### config.mk
export PLATFORM = sky130hd
export DESIGN_NAME = frr_walker
export DESIGN_NICKNAME = d
export VERILOG_FILES = /design/src/design/frr_pkg.sv /design/src/design/frr_walker.sv
export SDC_FILE = /design/constraint.sdc
export NUM_CORES = 1
export LEC_CHECK = 0
export ABC_AREA = 1
export CAP_MARGIN = 25
export CORE_AREA = 4 4 154 156
export CTS_BUF_LIST = sky130_fd_sc_hd__clkbuf_8
export DETAILED_ROUTE_END_ITERATION = 8
export DIE_AREA = 0 0 158 160
export DONT_BUFFER_PORTS = 1
export GPL_TIMING_DRIVEN = 1
export PLACE_DENSITY = 0.44
export SLEW_MARGIN = 25
export SYNTH_ARGS = -nofsm -noshare
export SYNTH_HDL_FRONTEND = slang
export SYNTH_SLANG_ARGS = --single-unit
export TNS_END_PERCENT = 1
### constraint.sdc
create_clock -name clk_i -period 4.8 [get_ports clk_i]
set_clock_uncertainty 0.15 [all_clocks]
set_input_delay 0.96 -clock clk_i [delete_from_list [all_inputs] [get_ports clk_i]]
set_output_delay 0.96 -clock clk_i [all_outputs]
set_load 0.03 [all_outputs]
### src/design/frr_pkg.sv
`timescale 1ns / 1ps
// ----------------------------------------------------------------------------
// frr_pkg
// Shared types, codes and helpers of the first match route resolver.
// ----------------------------------------------------------------------------
package frr_pkg;

  // Width of an IPv4 address word.
  localparam int unsigned AddrW = 32;

  // Item kinds carried on the action field.
  localparam logic ACT_WRITE   = 1'b0;
  localparam logic ACT_RESOLVE = 1'b1;

  // Configuration register indexes.
  localparam logic [1:0] CFG_LOCAL_IP   = 2'd0;
  localparam logic [1:0] CFG_LOCAL_PLEN = 2'd1;
  localparam logic [1:0] CFG_ROUTE_CNT  = 2'd2;

  // Result status codes.
  typedef enum logic [1:0] {
    STATUS_OK       = 2'd0,
    STATUS_NO_ROUTE = 2'd1,
    STATUS_HOPS     = 2'd2,
    STATUS_BAD_MASK = 2'd3
  } status_e;

  // Sequencer states.
  typedef enum logic [1:0] {
    ST_IDLE,
    ST_HOP,
    ST_SCAN
  } state_e;

  // One stored route.
  typedef struct packed {
    logic [AddrW-1:0] dest;
    logic [AddrW-1:0] mask;
    logic [AddrW-1:0] hop;
  } route_t;

  // Configuration registers as seen by the sequencer.
  typedef struct packed {
    logic [AddrW-1:0] local_ip;
    logic [5:0]       local_prefix_len;
    logic [5:0]       route_count;
  } cfg_t;

  // Mask of the top len bits; lengths of 32 and above give all ones.
  function automatic logic [AddrW-1:0] mask_of_len(input logic [5:0] len);
    mask_of_len = ~({AddrW{1'b1}} >> len);
  endfunction

endpackage

### src/design/frr_walker.sv
`timescale 1ns / 1ps
// ----------------------------------------------------------------------------
// frr_walker
// Item sequencer: loads routes and walks the table hop by hop for lookups.
// ----------------------------------------------------------------------------
module frr_walker import frr_pkg::*; #(
  parameter int unsigned MAX_ROUTES = 64,
  parameter int unsigned MAX_HOPS   = 8
) (
  input  logic                          clk_i,
  input  logic                          rst_ni,
  input  cfg_t                          cfg_i,
  input  logic                          start,
  output logic                          busy,
  input  logic                          action_i,
  input  logic [5:0]                    route_slot_i,
  input  logic [31:0]                   route_dest_i,
  input  logic [5:0]                    route_prefix_len_i,
  input  logic [31:0]                   route_next_hop_i,
  input  logic [31:0]                   query_ip_i,
  output logic                          done_o,
  output logic [1:0]                    status_o,
  output logic [31:0]                   resolved_ip_o,
  output logic [3:0]                    hops_taken_o,
  output logic                          mem_we_o,
  output logic [$clog2(MAX_ROUTES)-1:0] mem_waddr_o,
  output route_t                        mem_wdata_o,
  output logic                          mem_re_o,
  output logic [$clog2(MAX_ROUTES)-1:0] mem_raddr_o,
  input  route_t                        mem_rdata_i
);

  localparam int unsigned AW = $clog2(MAX_ROUTES);
  localparam int unsigned CW = AW + 1;
  localparam int unsigned SW = (AW > 6) ? AW : 6;
  localparam int unsigned HW = $clog2(MAX_HOPS + 1);
  localparam int unsigned XW = (HW > 4) ? HW : 4;

  state_e            state_q, state_d;
  logic [AddrW-1:0]  ip_q, ip_d;
  logic [HW-1:0]     hops_q, hops_d;
  logic [CW-1:0]     addr_q, addr_d;
  logic              pend_q, pend_d;
  logic              done_q, done_d;
  status_e           status_q, status_d;
  logic [AddrW-1:0]  res_ip_q, res_ip_d;
  logic [3:0]        hops_out_q, hops_out_d;

  logic [SW-1:0]     slot_ext;
  logic              slot_ok;
  logic [AddrW-1:0]  wr_mask;
  logic              dest_ok;
  logic [CW-1:0]     last;
  logic [AddrW-1:0]  local_mask;
  logic              local_hit;
  logic              issue;
  logic              entry_hit;
  logic              scan_hit;
  logic              scan_miss_end;
  logic              limit_hit;
  logic              follow;
  logic [XW-1:0]     hops_ext;

  // Write item checks: slot range and destination bits outside the mask.
  assign slot_ext = SW'(route_slot_i);
  assign slot_ok  = (route_slot_i != '0) && (int'(route_slot_i) < int'(MAX_ROUTES));
  assign wr_mask  = mask_of_len(route_prefix_len_i);
  assign dest_ok  = ((route_dest_i & wr_mask) == route_dest_i);

  // Last entry to scan, clamped to the table depth.
  assign last = (int'(cfg_i.route_count) > int'(MAX_ROUTES - 1)) ?
                CW'(MAX_ROUTES - 1) : CW'(cfg_i.route_count);

  // The local network route is held in registers and checked directly.
  assign local_mask = mask_of_len(cfg_i.local_prefix_len);
  assign local_hit  = ((cfg_i.local_ip & local_mask) == (ip_q & local_mask));

  // Scan pipeline: one read issued per cycle, compared in the next cycle.
  assign issue         = (addr_q <= last);
  assign entry_hit     = (mem_rdata_i.dest == (ip_q & mem_rdata_i.mask));
  assign scan_hit      = pend_q && entry_hit;
  assign scan_miss_end = pend_q && !entry_hit && !issue;
  assign limit_hit     = (hops_q >= HW'(MAX_HOPS));
  assign follow        = (mem_rdata_i.hop != '0) && !limit_hit;

  assign hops_ext = XW'(hops_q);

  // Next state.
  always_comb begin
    state_d = state_q;
    unique case (state_q)
      ST_IDLE: begin
        if (start && (action_i == ACT_RESOLVE)) begin
          state_d = ST_HOP;
        end
      end
      ST_HOP: begin
        if (local_hit || (last == '0)) begin
          state_d = ST_IDLE;
        end else begin
          state_d = ST_SCAN;
        end
      end
      ST_SCAN: begin
        if (scan_hit) begin
          state_d = follow ? ST_HOP : ST_IDLE;
        end else if (scan_miss_end) begin
          state_d = ST_IDLE;
        end
      end
      default: state_d = ST_IDLE;
    endcase
  end

  // Datapath and memory controls.
  always_comb begin
    ip_d       = ip_q;
    hops_d     = hops_q;
    addr_d     = addr_q;
    pend_d     = 1'b0;
    done_d     = 1'b0;
    status_d   = status_q;
    res_ip_d   = res_ip_q;
    hops_out_d = hops_out_q;
    mem_we_o   = 1'b0;
    mem_re_o   = 1'b0;
    unique case (state_q)
      ST_IDLE: begin
        if (start) begin
          if (action_i == ACT_WRITE) begin
            done_d     = 1'b1;
            res_ip_d   = '0;
            hops_out_d = '0;
            status_d   = (slot_ok && !dest_ok) ? STATUS_BAD_MASK : STATUS_OK;
            mem_we_o   = slot_ok && dest_ok;
          end else begin
            ip_d   = query_ip_i;
            hops_d = '0;
          end
        end
      end
      ST_HOP: begin
        // The local route is always direct.
        if (local_hit || (last == '0)) begin
          done_d     = 1'b1;
          status_d   = local_hit ? STATUS_OK : STATUS_NO_ROUTE;
          res_ip_d   = ip_q;
          hops_out_d = hops_ext[3:0];
        end else begin
          addr_d = CW'(1);
        end
      end
      ST_SCAN: begin
        mem_re_o = issue;
        addr_d   = addr_q + CW'(1);
        pend_d   = issue;
        if (scan_hit) begin
          pend_d = 1'b0;
          if (follow) begin
            ip_d   = mem_rdata_i.hop;
            hops_d = hops_q + HW'(1);
          end else begin
            done_d     = 1'b1;
            status_d   = (mem_rdata_i.hop == '0) ? STATUS_OK : STATUS_HOPS;
            res_ip_d   = ip_q;
            hops_out_d = hops_ext[3:0];
          end
        end else if (scan_miss_end) begin
          done_d     = 1'b1;
          status_d   = STATUS_NO_ROUTE;
          res_ip_d   = ip_q;
          hops_out_d = hops_ext[3:0];
        end
      end
      default: begin
        pend_d = 1'b0;
      end
    endcase
  end

  // Control registers.
  always_ff @(posedge clk_i or negedge rst_ni) begin
    if (!rst_ni) begin
      state_q <= ST_IDLE;
      pend_q  <= 1'b0;
      done_q  <= 1'b0;
    end else begin
      state_q <= state_d;
      pend_q  <= pend_d;
      done_q  <= done_d;
    end
  end

  // Payload registers.
  always_ff @(posedge clk_i) begin
    ip_q       <= ip_d;
    hops_q     <= hops_d;
    addr_q     <= addr_d;
    status_q   <= status_d;
    res_ip_q   <= res_ip_d;
    hops_out_q <= hops_out_d;
  end

  assign busy          = (state_q != ST_IDLE);
  assign done_o        = done_q;
  assign status_o      = status_q;
  assign resolved_ip_o = res_ip_q;
  assign hops_taken_o  = hops_out_q;

  // Writes happen only between lookups, so a read never meets a write.
  assign mem_waddr_o       = slot_ext[AW-1:0];
  assign mem_wdata_o.dest  = route_dest_i;
  assign mem_wdata_o.mask  = wr_mask;
  assign mem_wdata_o.hop   = route_next_hop_i;
  assign mem_raddr_o       = addr_q[AW-1:0];

  // The table is never written while a lookup is in flight.
  assert property (@(posedge clk_i) disable iff (!rst_ni) mem_we_o |-> !busy)
    else $error("route write during a lookup");

  // Read and write ports are never active together.
  assert property (@(posedge clk_i) disable iff (!rst_ni) !(mem_we_o && mem_re_o))
    else $error("route read and write in the same cycle");

  // An accepted lookup keeps the block busy in the next cycle.
  assert property (@(posedge clk_i) disable iff (!rst_ni)
    (start && !busy && (action_i == ACT_RESOLVE)) |=> busy)
    else $error("lookup accepted without going busy");

  // A hop limit result always reports the full hop budget.
  assert property (@(posedge clk_i) disable iff (!rst_ni)
    (done_o && (status_o == STATUS_HOPS)) |-> (hops_taken_o == 4'(MAX_HOPS)))
    else $error("hop limit result with wrong hop count");

  // The hop counter never passes the budget while walking.
  assert property (@(posedge clk_i) disable iff (!rst_ni)
    busy |-> (hops_q <= HW'(MAX_HOPS)))
    else $error("hop counter beyond the budget");

endmodule
**Word-level counts from Yosys, hierarchy flattened**

Index checks and enable logic that the tools add are counted.

- Bits in registers: 85
- Bits of input ports: 252
- Output and inout bits: 150

- Add/sub/neg operators: 2
- Order comparisons: 2
- Equality and inequality tests: 15
- Shift operators: 2
- Muxes and demuxes: 55
- Bitwise operators: 6
- Reductions and logical operators: 25

Operator list:

| operator | count |
|---|---|
| 32-bit two-way mux | 10 |
| 32-bit AND | 4 |
| 32-bit == test | 3 |
| 32-bit case mux with 3 select lines | 1 |
| 32-bit inverter | 2 |
| 32-bit case mux with 2 select lines | 1 |
| 32-bit by 6-bit right shift with 32-bit output, first input constant | 2 |
| 4-bit two-way mux | 10 |
| 32-bit zero test | 1 |
| 32-bit nonzero test | 1 |
| 2-bit two-way mux | 12 |
| 2-bit != test, second input constant | 8 |
| 1-bit two-way mux | 14 |
| 7-bit case mux with 2 select lines | 1 |
| 2-bit case mux with 3 select lines | 2 |
| 4-bit case mux with 3 select lines | 1 |
| 4-bit case mux with 2 select lines | 1 |
| 7-bit by 1-bit adder with 7-bit output, second input constant | 1 |
| 7-bit by 6-bit <= comparator with 1-bit output | 1 |
| 1-bit logical AND | 7 |
| 7-bit zero test | 1 |
| 7-bit two-way mux | 1 |
| 3-bit != test, second input constant | 2 |
| 6-bit AND reduction | 1 |
| 13 further kinds | 19 |

**Logic depth before layout (Yosys ltp)**

Gate-level depths: netlist (run 1).

- Word-level depth: 10
- Gate-level depth with buffers: 15

**Worst setup path after synthesis (run 1)**

Ideal clock, no wire load.

- Path type: in2reg
- Start: input cfg_i[5] (netlist bit)
- End: register hops_out_q[0] (netlist: hops_taken_o[0]) (enable)
- Data arrival time: 4,517 ps
- Slack: -348 ps
- Cell stages on the path: 12
- Buffers on the path: 0
- Cells stage by stage: inv_1 > ha_1 > nand2_1 > nor2_1 > nand2_1 > nand2_1 > nand2_1 > nor2_1 > nor2_1 > nand2_1 > nand2_1 > nor3_1

- Cells in the longest elaborated chain, start to end: 5
- Elaborated cells on any way between the ends: 8

Ends and longest elaborated chain:

| element | line | text |
|---|---|---|
| from (decl) | frr_walker.sv:12 | `input cfg_t cfg_i,` |
| 7-bit by 6-bit <= comparator with 1-bit output | frr_walker.sv:79 | `assign issue = (addr_q <= last);` |
| 1-bit zero test | frr_walker.sv:82 | `assign scan_miss_end = pend_q && !entry_hit && !issue;` |
| 1-bit logical AND | frr_walker.sv:82 |  |
| 3-bit != test (no source line) | - |  |
| 6-bit AND reduction (no source line) * | - |  |
| to (signal assigned) | frr_walker.sv:201 | `hops_out_q <= hops_out_d;` |
| to (decl) | frr_walker.sv:47 | `logic [3:0] hops_out_q, hops_out_d;` |

Mark *: on every way between the ends. The rest lies on a longest branch, timed or not.
A chain may end at the register's enable or synchronous reset.

==> results of run 1 <==
through the flow:
step | cells | area [sq um] | power, uW
final | 1230 | 6950 | 4280
after global routing | 1230 | 6950 | 4630
after CTS | 1230 | 6950 | 4370
after detailed placement | 1214 | 6710 | 3720
after global placement | 1214 | 6710 | 3710
after floorplan | 1010 | 6890 | 3260
where the power goes:
part	internal (uW)	switching (uW)
clock	349	297
combinational	438	1020
sequential	1410	760
total	2200	2070
flip-flops by register name, indices dropped and copies added, names as in the netlist:
register and flops:
addr_q 7, done_o 1, hops_ext 4, hops_taken_o 4
ip_q 32, pend_q 1, resolved_ip_o 32, state_q 2
status_o 2
worst paths after layout:
check	start	end	depth (start not counted)
worst max-delay path	route_prefix_len_i[1]	mem_we_o	9
worst min-delay path	rst_ni	done_o	0
worst max register to register	addr_q[4]	resolved_ip_o[15]	12
worst min register to register	state_q[1]	state_q[1]	2
max in group asynchronous	rst_ni	pend_q	0
min in group clk_i	state_q[1]	state_q[1]	2
cell families (layout without fill, tap and decap cells):
kind of cell | count (synthesis) | in the layout | synth area share
and+or+nand+nor | 585 | 585 | 0.350
buffers and inverters | 240 | 175 | 0.175
DFF | 85 | 85 | 0.368
AOI/OAI and AO/OA | 59 | 59 | 0.0489
xor gates and xnor gates | 28 | 28 | 0.0356
adders and majority gates | 13 | 13 | 0.0236
Yosys cell counts, drive strengths merged, types with 4 or more instances:
master and count:
nand2 381, inv 147, nor2 101, buf 81
edfxtp 81, nand3 78, o21ai 31, xor2 23
a21oi 19, ha 13, nand4 13, clkbuf 12
nor3 5, xnor2 5, dfrtp 4, nand3b 4
area by class of cell:
class                           instances  area share
Multi-Input combinational cell        685       0.457
Sequential cell                        85       0.364
Inverter                              147      0.0794
Clock inverter                          7      0.0175
Clock buffer                            9      0.0178
Timing Repair Buffer                   12      0.0130
Tap cell                              285      0.0513
metal layers:
| metal | up-vias | part of all wire | global-route usage | routed length [microns] |
|---|---|---|---|---|
| met4 | 0 | 0.015 | 0.0446 | 377 |
| met1 | 2586 | 0.37 | 0.224 | 9430 |
| met2 | 249 | 0.52 | 0.349 | 13100 |
| met5 | - | 0 | 0 | 0 |
| met3 | 20 | 0.096 | 0.0612 | 2440 |
| li1 | 2936 | - | - | - |
==> Implementation_results.wiki, run 1 <==
{| class="wikitable"
! Metric !! Value
|-
| Power density normalized to cell area || 615 mW/mm^2
|-
| Critical-path maximum fanout || 5
|-
| Number of failing hold endpoints at the final stage || 0
|-
| Total Negative Setup Slacks || 0 ns
|-
| Antenna viol nets, final || 0
|-
| Fraction of layout instances using a drive strength above 1 || 0.0466
|-
| Number of setup buffers added after CTS || 0
|-
| Total standard cell area after synthesis || 0.00689 sq mm
|-
| Net count of the finished layout || 1205
|-
| Share of synthesized registers carrying an async set or reset || 0.0471
|-
| Total clock buffers created by CTS || 9
|-
| Leading area contributor after synthesis || edfxtp_1
|-
| Remaining DRCs || 0
|-
| Initial core utilization || 0.308
|-
| Ports || 402
|-
| Filler cell count in the final layout || 2482
|-
| Kind of cell with the highest combined delay on the critical path || compound AO/OA/AOI/OAI gates
|-
| Clock tree root driver cell || clkbuf_8
|-
| Depth of the CTS H-tree || 3
|-
| Routed wire length per instance || 20.6 microns
|-
| Fraction of post-synthesis cell area in the top cell type by area || 0.353
|-
| Number of maximum-capacitance violations || 0
|-
| CORE AREA || 0.0224 sq mm
|-
| Leakage || 0.00348 uW
|-
| Part of the Yosys area used for sequential elements || 0.368
|-
| Area of all sequential standard cells || 0.00253 sq mm
|-
| Total area of multi-input combinational cells || 0.00318 sq mm
|-
| Core Rows || 55
|-
| R2R setup slack || 1.83 ns
|-
| Wire length of the first global-routing pass || 36300 microns
|-
| Hold buffers post-CTS || 0
|-
| Place WS || 1.06 ns
|-
| Mapped Nets || 1275
|-
| Setup Viol. Count Final || 0
|-
| Via count || 5791
|-
| Setup slack after layout || 1.08 ns
|-
| Area growth from synthesis to layout || 0.926%
|-
| Most common cell after layout, fill and taps aside || nand2_1
|-
| Detailed-router iteration count before antenna repair || 5
|-
| Grt total ovfl || 0
|-
| Worst hold slack after final layout || 0.122 ns
|-
| Initial antenna violation count || 0
|-
| Type of the worst setup path || primary input to output port
|-
| Dominant register cell in the synthesized netlist || edfxtp_1
|-
| Routed wire length || 25400 microns
|-
| Highest Clock Rate || 269 MHz
|-
| Clock latency on the worst-skew pair || 0.39 ns
|-
| Library cells used by synthesis || 35
|-
| CP max stage delay || 0.61 ns
|-
| Endpoint arrival time on the critical path || 2.61 ns
|-
| Initial DRC Count || 321
|-
| Classification of the worst-slack hold path || primary input to asynchronous set/reset pin
|-
| Number of synthesized flops with an enable pin || 81
|-
| Worst-path clk slew || 0.08 ns
|-
| Required time of the worst setup path || 3.69 ns
|-
| Count of buffer and inverter cells on the critical path || 1
|-
| Setup repair after global routing missed its margin || no
|-
| Number of vias per cell || 4.71
|-
| Yosys warns || 0
|-
| Crit path top cell by count || nor2_1
|-
| Top library cells by usage in the layout, fill and taps aside || 378 x nand2_1, 146 x inv_1, 96 x nor2_1, 81 x edfxtp_1, 78 x nand3_1
|-
| Port Buffers || 0
|-
| Critical path endpoint category || output port
|-
| Die width || 158 microns
|-
| Worst Setup Start Kind || primary input
|-
| Post-synthesis register bit count || 85
|-
| Final GP Congestion || 0.945
|-
| Vias in the first global route || 5776
|-
| Vertical die dimension || 160 microns
|-
| Shortest period the worst path allows || 3.72 ns
|-
| Clock tree from TritonCTS || done
|-
| Post-synthesis instance total || 1010
|-
| Maximum root-to-sink buffer count || 2
|-
| Antenna diode count || 0
|-
| Period utilisation layout || 0.776
|-
| Series of cell instances along the critical path || nand2_2, a21oi_1, o22ai_1, nor2_1, nand4_1, nor2_1, nand2_1, nor2_1, buf_4
|-
| Peak supply drop || 210 uV
|-
| Outcome || finished clean
|-
| Max-slew violation count || 0
|-
| PostCTS Resize Cnt || 0
|-
| Die Footprint || 0.0253 sq mm
|-
| Slew margin rel. || 0.491
|-
| GRT Resource Usage Total || 0.194
|-
| Number of sinks handled by clock tree synthesis || 85
|-
| HPWL after detailed placement || 21500 microns
|-
| Fraction of the core area covered by cells at the end of the flow || 0.311
|-
| Mean Syn Cell Area || 6.82 sq um
|-
| Biggest area contributors in the synthesized netlist || edfxtp_1 35%, nand2_1 21%, buf_4 8.5%, inv_1 7.9%, nand3_1 5.7%
|-
| Cell type of the slowest stage on the worst timing path || a21oi_1
|-
| Pin count of the biggest net entering global routing || 40
|-
| Least-Margin Pin Slew || 0.761 ns
|}
No activity file was read; power rests on OpenSTA's default activity.
==> run 2, diff against run 1 <==
==> constraint.sdc (replaced) <==
create_clock -name clk_i -period 3.05 [get_ports clk_i]
set_clock_uncertainty 0.15 [all_clocks]
set_input_delay 0.61 -clock clk_i [delete_from_list [all_inputs] [get_ports clk_i]]
set_output_delay 0.61 -clock clk_i [all_outputs]
set_load 0.03 [all_outputs]
==> Implementation_results.wiki, run 2 (synthesis results as in run 1) <==
{| class="wikitable"
! Metric !! Value
|-
| Least-Margin Pin Slew || 0.830 ns (was 0.761 ns)
|-
| Routed wire length per instance || 20.5 microns (was 20.6 microns)
|-
| Slew margin rel. || 0.446 (was 0.491)
|-
| Total placed cells including tap cells || 1234 (was 1214)
|-
| Net count of the finished layout || 1226 (was 1205)
|-
| Initial core utilization || 0.308 (unchanged)
|-
| Highest Clock Rate || 357 MHz
|-
| Number of failing hold endpoints at the final stage || 0 (unchanged)
|-
| Number of vias per cell || 4.71 (about the same)
|-
| Total Negative Setup Slacks || 0 ns (unchanged)
|-
| Area growth from synthesis to layout || 3.29% (was 0.926%)
|-
| Series of cell instances along the critical path || nand2_2, inv_1, nand2_1, a21oi_1, o2bb2ai_1, nor2_1, nand4_1, nor2_1, nand2_1, nor2_1, buf_4 (was nand2_2, a21oi_1, o22ai_1, nor2_1, nand4_1, nor2_1, nand2_1, nor2_1, buf_4)
|-
| Remaining DRCs || 0 (unchanged)
|-
| Fraction of layout instances using a drive strength above 1 || 0.0673 (was 0.0466)
|-
| Top routing layer used || met4 (unchanged)
|-
| Wire length of the first global-routing pass || 36800 microns (was 36300 microns)
|-
| Port Buffers || 0 (unchanged)
|-
| Power density normalized to cell area || 948 mW/mm^2 (was 615 mW/mm^2)
|-
| Number of setup buffers added after CTS || 0 (unchanged)
|-
| Grt total ovfl || 0 (unchanged)
|-
| Clock tree from TritonCTS || done (unchanged)
|-
| Antenna viol nets, final || 0 (unchanged)
|-
| Depth of the CTS H-tree || 3 (unchanged)
|-
| Vertical die dimension || 160 microns (unchanged)
|-
| CP max stage delay || 0.22 ns (was 0.61 ns)
|-
| Worst hold slack after final layout || 0.273 ns (was 0.122 ns)
|-
| Crit path top cell by count || nor2_1 (unchanged)
|-
| Initial DRC Count || 354 (was 321)
|-
| Met3 wirelength from detailed routing || 2110 microns (was 2440 microns)
|-
| Routed wire length || 25700 microns (was 25400 microns)
|-
| CORE AREA || 0.0224 sq mm (unchanged)
|-
| Setup repair after global routing missed its margin || no (unchanged)
|-
| Setup Viol. Count Final || 0 (unchanged)
|-
| Critical path endpoint category || output port (unchanged)
|-
| Via count || 5904 (was 5791)
|-
| HPWL after detailed placement || 22200 microns (was 21500 microns)
|-
| Place WS || 0.133 ns (was 1.06 ns)
|-
| Peak supply drop || 400 uV (was 210 uV)
|-
| Clock latency on the worst-skew pair || 0.38 ns (was 0.39 ns)
|-
| Ports || 402 (unchanged)
|-
| Clock tree root driver cell || clkbuf_8 (unchanged)
|-
| Most common cell after layout, fill and taps aside || nand2_1 (unchanged)
|-
| Outcome || finished clean (unchanged)
|-
| Die width || 158 microns (unchanged)
|-
| Total clock buffers created by CTS || 9 (unchanged)
|-
| Classification of the worst-slack hold path || primary input to register (was primary input to asynchronous set/reset pin)
|-
| Kind of cell with the highest combined delay on the critical path || simple AND/OR/NAND/NOR gates (was compound AO/OA/AOI/OAI gates)
|-
| Max-slew violation count || 0 (unchanged)
|-
| Detailed route wirelength on metal2 || 13500 microns (was 13100 microns)
|-
| Endpoint arrival time on the critical path || 2.04 ns (was 2.61 ns)
|-
| GRT Resource Usage Total || 0.197 (was 0.194)
|-
| Worst Setup Start Kind || primary input (unchanged)
|-
| Setup slack after layout || 0.252 ns (was 1.08 ns)
|-
| Period utilisation layout || 0.917
|-
| Cell type of the slowest stage on the worst timing path || a21oi_1 (unchanged)
|-
| M1 WL || 9410 microns (was 9430 microns)
|-
| Maximum root-to-sink buffer count || 2 (unchanged)
|-
| Number of maximum-capacitance violations || 0 (unchanged)
|-
| Shortest period the worst path allows || 2.80 ns
|-
| Required time of the worst setup path || 2.29 ns (was 3.69 ns)
|-
| Vias in the first global route || 5955 (was 5776)
|-
| Number of sinks handled by clock tree synthesis || 85 (unchanged)
|-
| Top library cells by usage in the layout, fill and taps aside || 378 x nand2_1, 145 x inv_1, 96 x nor2_1, 81 x edfxtp_1, 78 x nand3_1 (was 378 x nand2_1, 146 x inv_1, 96 x nor2_1, 81 x edfxtp_1, 78 x nand3_1)
|-
| Type of the worst setup path || primary input to output port (unchanged)
|-
| Critical-path maximum fanout || 5 (unchanged)
|-
| Initial antenna violation count || 3 (was 0)
|-
| Worst-path clk slew || 0.08 ns (about the same)
|-
| Detailed-router iteration count before antenna repair || 4 (was 5)
|-
| Pin count of the biggest net entering global routing || 40 (unchanged)
|-
| Count of buffer and inverter cells on the critical path || 2 (was 1)
|-
| Core Rows || 55 (unchanged)
|-
| Fraction of the core area covered by cells at the end of the flow || 0.318 (was 0.311)
|-
| Final GP Congestion || 0.871 (was 0.945)
|-
| Leakage || 0.00356 uW (was 0.00348 uW)
|-
| Final cell count without fillers || 1254 (was 1230)
|-
| Die Footprint || 0.0253 sq mm (unchanged)
|}
[run 2: worst paths after layout]
check,start,to,slack (ns),depth (start not counted)
min in group asynchronous,rst_ni,state_q[1],0.37,1
max in group asynchronous,rst_ni,pend_q,2.19,1
min,query_ip_i[23],ip_q[23],0.27,2
max reg2reg,ip_q[30],ip_q[21],0.39,10
min reg2reg,state_q[0],state_q[0],0.42,2
max,route_prefix_len_i[1],mem_we_o,0.25,11
[run 2: through the flow]
step	total power, uW	area, sq um
after floorplan	5130	6900
after global placement	6010	6890
after detailed placement	6030	6890
after CTS	6880	7100
after global routing	7290	7110
final	6750	7110
[run 2: layer usage]
layer	up-vias	GRT usage
li1	2992	-
met2	254	0.363
met3	32	0.0526
met5	-	0
met1	2626	0.215
met4	0	0.0729
[run 2: what timing repair did]
item,in CTS,in global routing
setup endpoints to repair,0,1
resized for setup,0,1
hold endpoints to repair,4,0
hold buffers,1,0
[run 2: power by group]
part | internal, uW | leakage [uW] | total, uW | switching (uW)
clock | 381 | 0.0000935 | 834 | 453
combinational | 845 | 0.00263 | 2600 | 1760
sequential | 2220 | 0.000837 | 3310 | 1090
[run 2: layout make-up]
type                       count  area, sq um
fill                        2415        15300
multi-input combinational    685         3180
sequential                    85         2530
inverter                     147          552
tap                          285          357
timing repair buffer          33          288
clock buffer                   9          124
clock inverter                 7         75.1
antenna                        3         7.51
[run 2: worst reg2reg max path, delay by kind of cell, from the launching register on]
kind	cells	cell delay, ns
flip-flops	1	0.52
AND/OR/NAND/NOR	8	0.91
buffers and inverters	1	0.25
AO/OA/AOI/OAI	1	0.53
==> run 3, diff against run 2 <==
--- a/config.mk
+++ b/config.mk
@@ -7,13 +7,12 @@
 export LEC_CHECK = 0
 export ABC_AREA = 1
 export CAP_MARGIN = 25
-export CORE_AREA = 4 4 154 156
-export CTS_BUF_LIST = sky130_fd_sc_hd__clkbuf_8
+export CORE_AREA = 2 2 156 158
 export DETAILED_ROUTE_END_ITERATION = 8
 export DIE_AREA = 0 0 158 160
 export DONT_BUFFER_PORTS = 1
 export GPL_TIMING_DRIVEN = 1
-export PLACE_DENSITY = 0.44
+export PLACE_DENSITY = 0.42
 export SLEW_MARGIN = 25
 export SYNTH_ARGS = -nofsm -noshare
 export SYNTH_HDL_FRONTEND = slang
==> Implementation_results.wiki, run 3 (synthesis results as in run 1) <==
{| class="wikitable"
! Metric !! Value
|-
| Cell type of the slowest stage on the worst timing path || a221oi_2 (was a21oi_1)
|-
| Core Rows || 57 (was 55)
|-
| Least-Margin Pin Slew || 0.835 ns (was 0.830 ns)
|-
| Power density normalized to cell area || 972 mW/mm^2 (was 948 mW/mm^2)
|-
| Maximum root-to-sink buffer count || 2 (unchanged)
|-
| Total cell area at the placement stage || 0.00695 sq mm (was 0.00689 sq mm)
|-
| Pin count of the biggest net entering global routing || 39 (was 40)
|-
| Initial antenna violation count || 1 (was 3)
|-
| Initial DRC Count || 379 (was 354)
|-
| Post-route standard cell area excluding fillers || 0.00726 sq mm (was 0.00711 sq mm)
|-
| Critical path endpoint category || output port (unchanged)
|-
| Leakage || 0.00361 uW (was 0.00356 uW)
|-
| Wire length of the first global-routing pass || 37100 microns (was 36800 microns)
|-
| Period utilisation layout || 0.917 (about the same)
|-
| Remaining DRCs || 0 (unchanged)
|-
| Net count of the finished layout || 1227 (was 1226)
|-
| Total Negative Setup Slacks || 0 ns (unchanged)
|-
| Type of the worst setup path || primary input to output port (unchanged)
|-
| Setup Viol. Count Final || 0 (unchanged)
|-
| Port Buffers || 0 (unchanged)
|-
| Total area of multi-input combinational cells || 0.00318 sq mm (about the same)
|-
| Outcome || finished clean (unchanged)
|-
| Grt total ovfl || 0 (unchanged)
|-
| Via count || 5986 (was 5904)
|-
| GRT Resource Usage Total || 0.203 (was 0.197)
|-
| Die Footprint || 0.0253 sq mm (unchanged)
|-
| Vertical die dimension || 160 microns (unchanged)
|-
| Number of vias per cell || 4.64 (was 4.71)
|-
| HPWL after detailed placement || 22200 microns (about the same)
|-
| Worst-path clk slew || 0.07 ns (was 0.08 ns)
|-
| Filler cell count in the final layout || 2681 (was 2415)
|-
| Critical-path maximum fanout || 13 (was 5)
|-
| Depth of the CTS H-tree || 3 (unchanged)
|-
| Count of buffer and inverter cells on the critical path || 1 (was 2)
|-
| Number of maximum-capacitance violations || 0 (unchanged)
|-
| Endpoint arrival time on the critical path || 2.04 ns (about the same)
|-
| Most common cell after layout, fill and taps aside || nand2_1 (unchanged)
|-
| Clock latency on the worst-skew pair || 0.34 ns (was 0.38 ns)
|-
| Worst Setup Start Kind || primary input (unchanged)
|-
| Top library cells by usage in the layout, fill and taps aside || 378 x nand2_1, 144 x inv_1, 96 x nor2_1, 81 x edfxtp_1, 78 x nand3_1 (was 378 x nand2_1, 145 x inv_1, 96 x nor2_1, 81 x edfxtp_1, 78 x nand3_1)
|-
| Max-slew violation count || 0 (unchanged)
|-
| CP max stage delay || 0.26 ns (was 0.22 ns)
|-
| Die width || 158 microns (unchanged)
|-
| Area of all sequential standard cells || 0.00253 sq mm (unchanged)
|-
| Antenna viol nets, final || 0 (unchanged)
|-
| Vias in the first global route || 5851 (was 5955)
|-
| Area growth from synthesis to layout || 5.36% (was 3.29%)
|-
| Initial core utilization || 0.289 (was 0.308)
|-
| Clock tree root driver cell || clkbuf_16 (was clkbuf_8)
|-
| Detailed-router iteration count before antenna repair || 5 (was 4)
|-
| Total clock buffers created by CTS || 9 (unchanged)
|-
| Highest Clock Rate || 358 MHz (was 357 MHz)
|-
| Classification of the worst-slack hold path || primary input to register (unchanged)
|-
| Slew margin rel. || 0.443 (was 0.446)
|-
| Setup repair after global routing missed its margin || no (unchanged)
|-
| Peak supply drop || 293 uV (was 400 uV)
|-
| Ports || 402 (unchanged)
|-
| Shortest period the worst path allows || 2.80 ns (about the same)
|-
| Series of cell instances along the critical path || nor2_4, nor2_8, o21ai_0, a221oi_2, nand2_1, nor2_1, nand2_1, nor2_1, buf_4 (was nand2_2, inv_1, nand2_1, a21oi_1, o2bb2ai_1, nor2_1, nand4_1, nor2_1, nand2_1, nor2_1, buf_4)
|-
| Number of sinks handled by clock tree synthesis || 85 (unchanged)
|-
| Routed wire length per instance || 20.1 microns (was 20.5 microns)
|-
| Required time of the worst setup path || 2.29 ns (about the same)
|-
| Fraction of layout instances using a drive strength above 1 || 0.0673 (unchanged)
|-
| Number of failing hold endpoints at the final stage || 0 (unchanged)
|-
| Clock tree from TritonCTS || done (unchanged)
|-
| Routed wire length || 25900 microns (was 25700 microns)
|-
| CORE AREA || 0.0238 sq mm (was 0.0224 sq mm)
|-
| Final GP Congestion || 0.895 (was 0.871)
|-
| Kind of cell with the highest combined delay on the critical path || simple AND/OR/NAND/NOR gates (unchanged)
|}
-- run 3: area by class of cell --
cell class / count / share of cell area
diodes: 1 / 0.000345
clock buffers: 9 / 0.0310
clock inverters: 6 / 0.00862
inverters: 147 / 0.0766
multi-input cells: 685 / 0.438
flip-flops and latches: 85 / 0.349
well taps: 324 / 0.0559
repair buffers: 34 / 0.0407
-- run 3: power breakdown --
part	switching [uW]	internal [uW]
Sequential	1090	2220
Clock	471	629
Combinational	1790	852
Total	3350	3700
-- run 3: path summary, 6_finish.rpt --
kind,start,to,slack (ns),cells past startpoint
setup / recovery,route_prefix_len_i[5],mem_we_o,0.25,9
hold / removal,query_ip_i[7],ip_q[7],0.30,2
setup reg to reg,ip_q[5],addr_q[3],0.38,7
hold reg to reg,state_q[0],state_q[0],0.41,2
max in group asynchronous,rst_ni,state_q[1],2.12,1
min in group asynchronous,rst_ni,done_o,0.41,1
-- run 3: stage by stage --
step | std cells | power (uW) | util | hold WS [ns] | worst slack [ns]
finish | 1291 | 7060 | 0.305 | 0.300 | 0.254
global route | 1291 | 7610 | 0.305 | 0.298 | 0.0992
CTS | 1289 | 7160 | 0.304 | 0.286 | 0.109
detailed placement | 1273 | 6050 | 0.292 | 0.165 | 0.150
global placement | 1273 | 6040 | 0.292 | 0.165 | 0.147
floorplan | 1010 | 5130 | - | 0.164 | -0.0586
-- run 3: layer usage --
layer / track usage / vias up / share of wire
met5: 0 / - / 0
li1: - / 2983 / -
met2: 0.344 / 242 / 0.49
met3: 0.0662 / 29 / 0.092
met1: 0.245 / 2732 / 0.41
met4: 0.0532 / 0 / 0.017
-- run 3: worst register-to-register path: stages (launching register included) --
cell	delay (ns)
edfxtp_1	0.56
xor2_1	0.31
nand2_1	0.07
o21ai_0	0.16
nor2_1	0.06
nand3_1	0.18
nand2_1	0.13
a21oi_1	0.67
-- run 3: what timing repair did --
action | in CTS | in global routing
endpoints found under the setup margin | 0 | 1
resized for setup | 0 | 1
hold endpoints to repair | 4 | 0
setup buffers | 0 | 1
hold buffers | 1 | 0
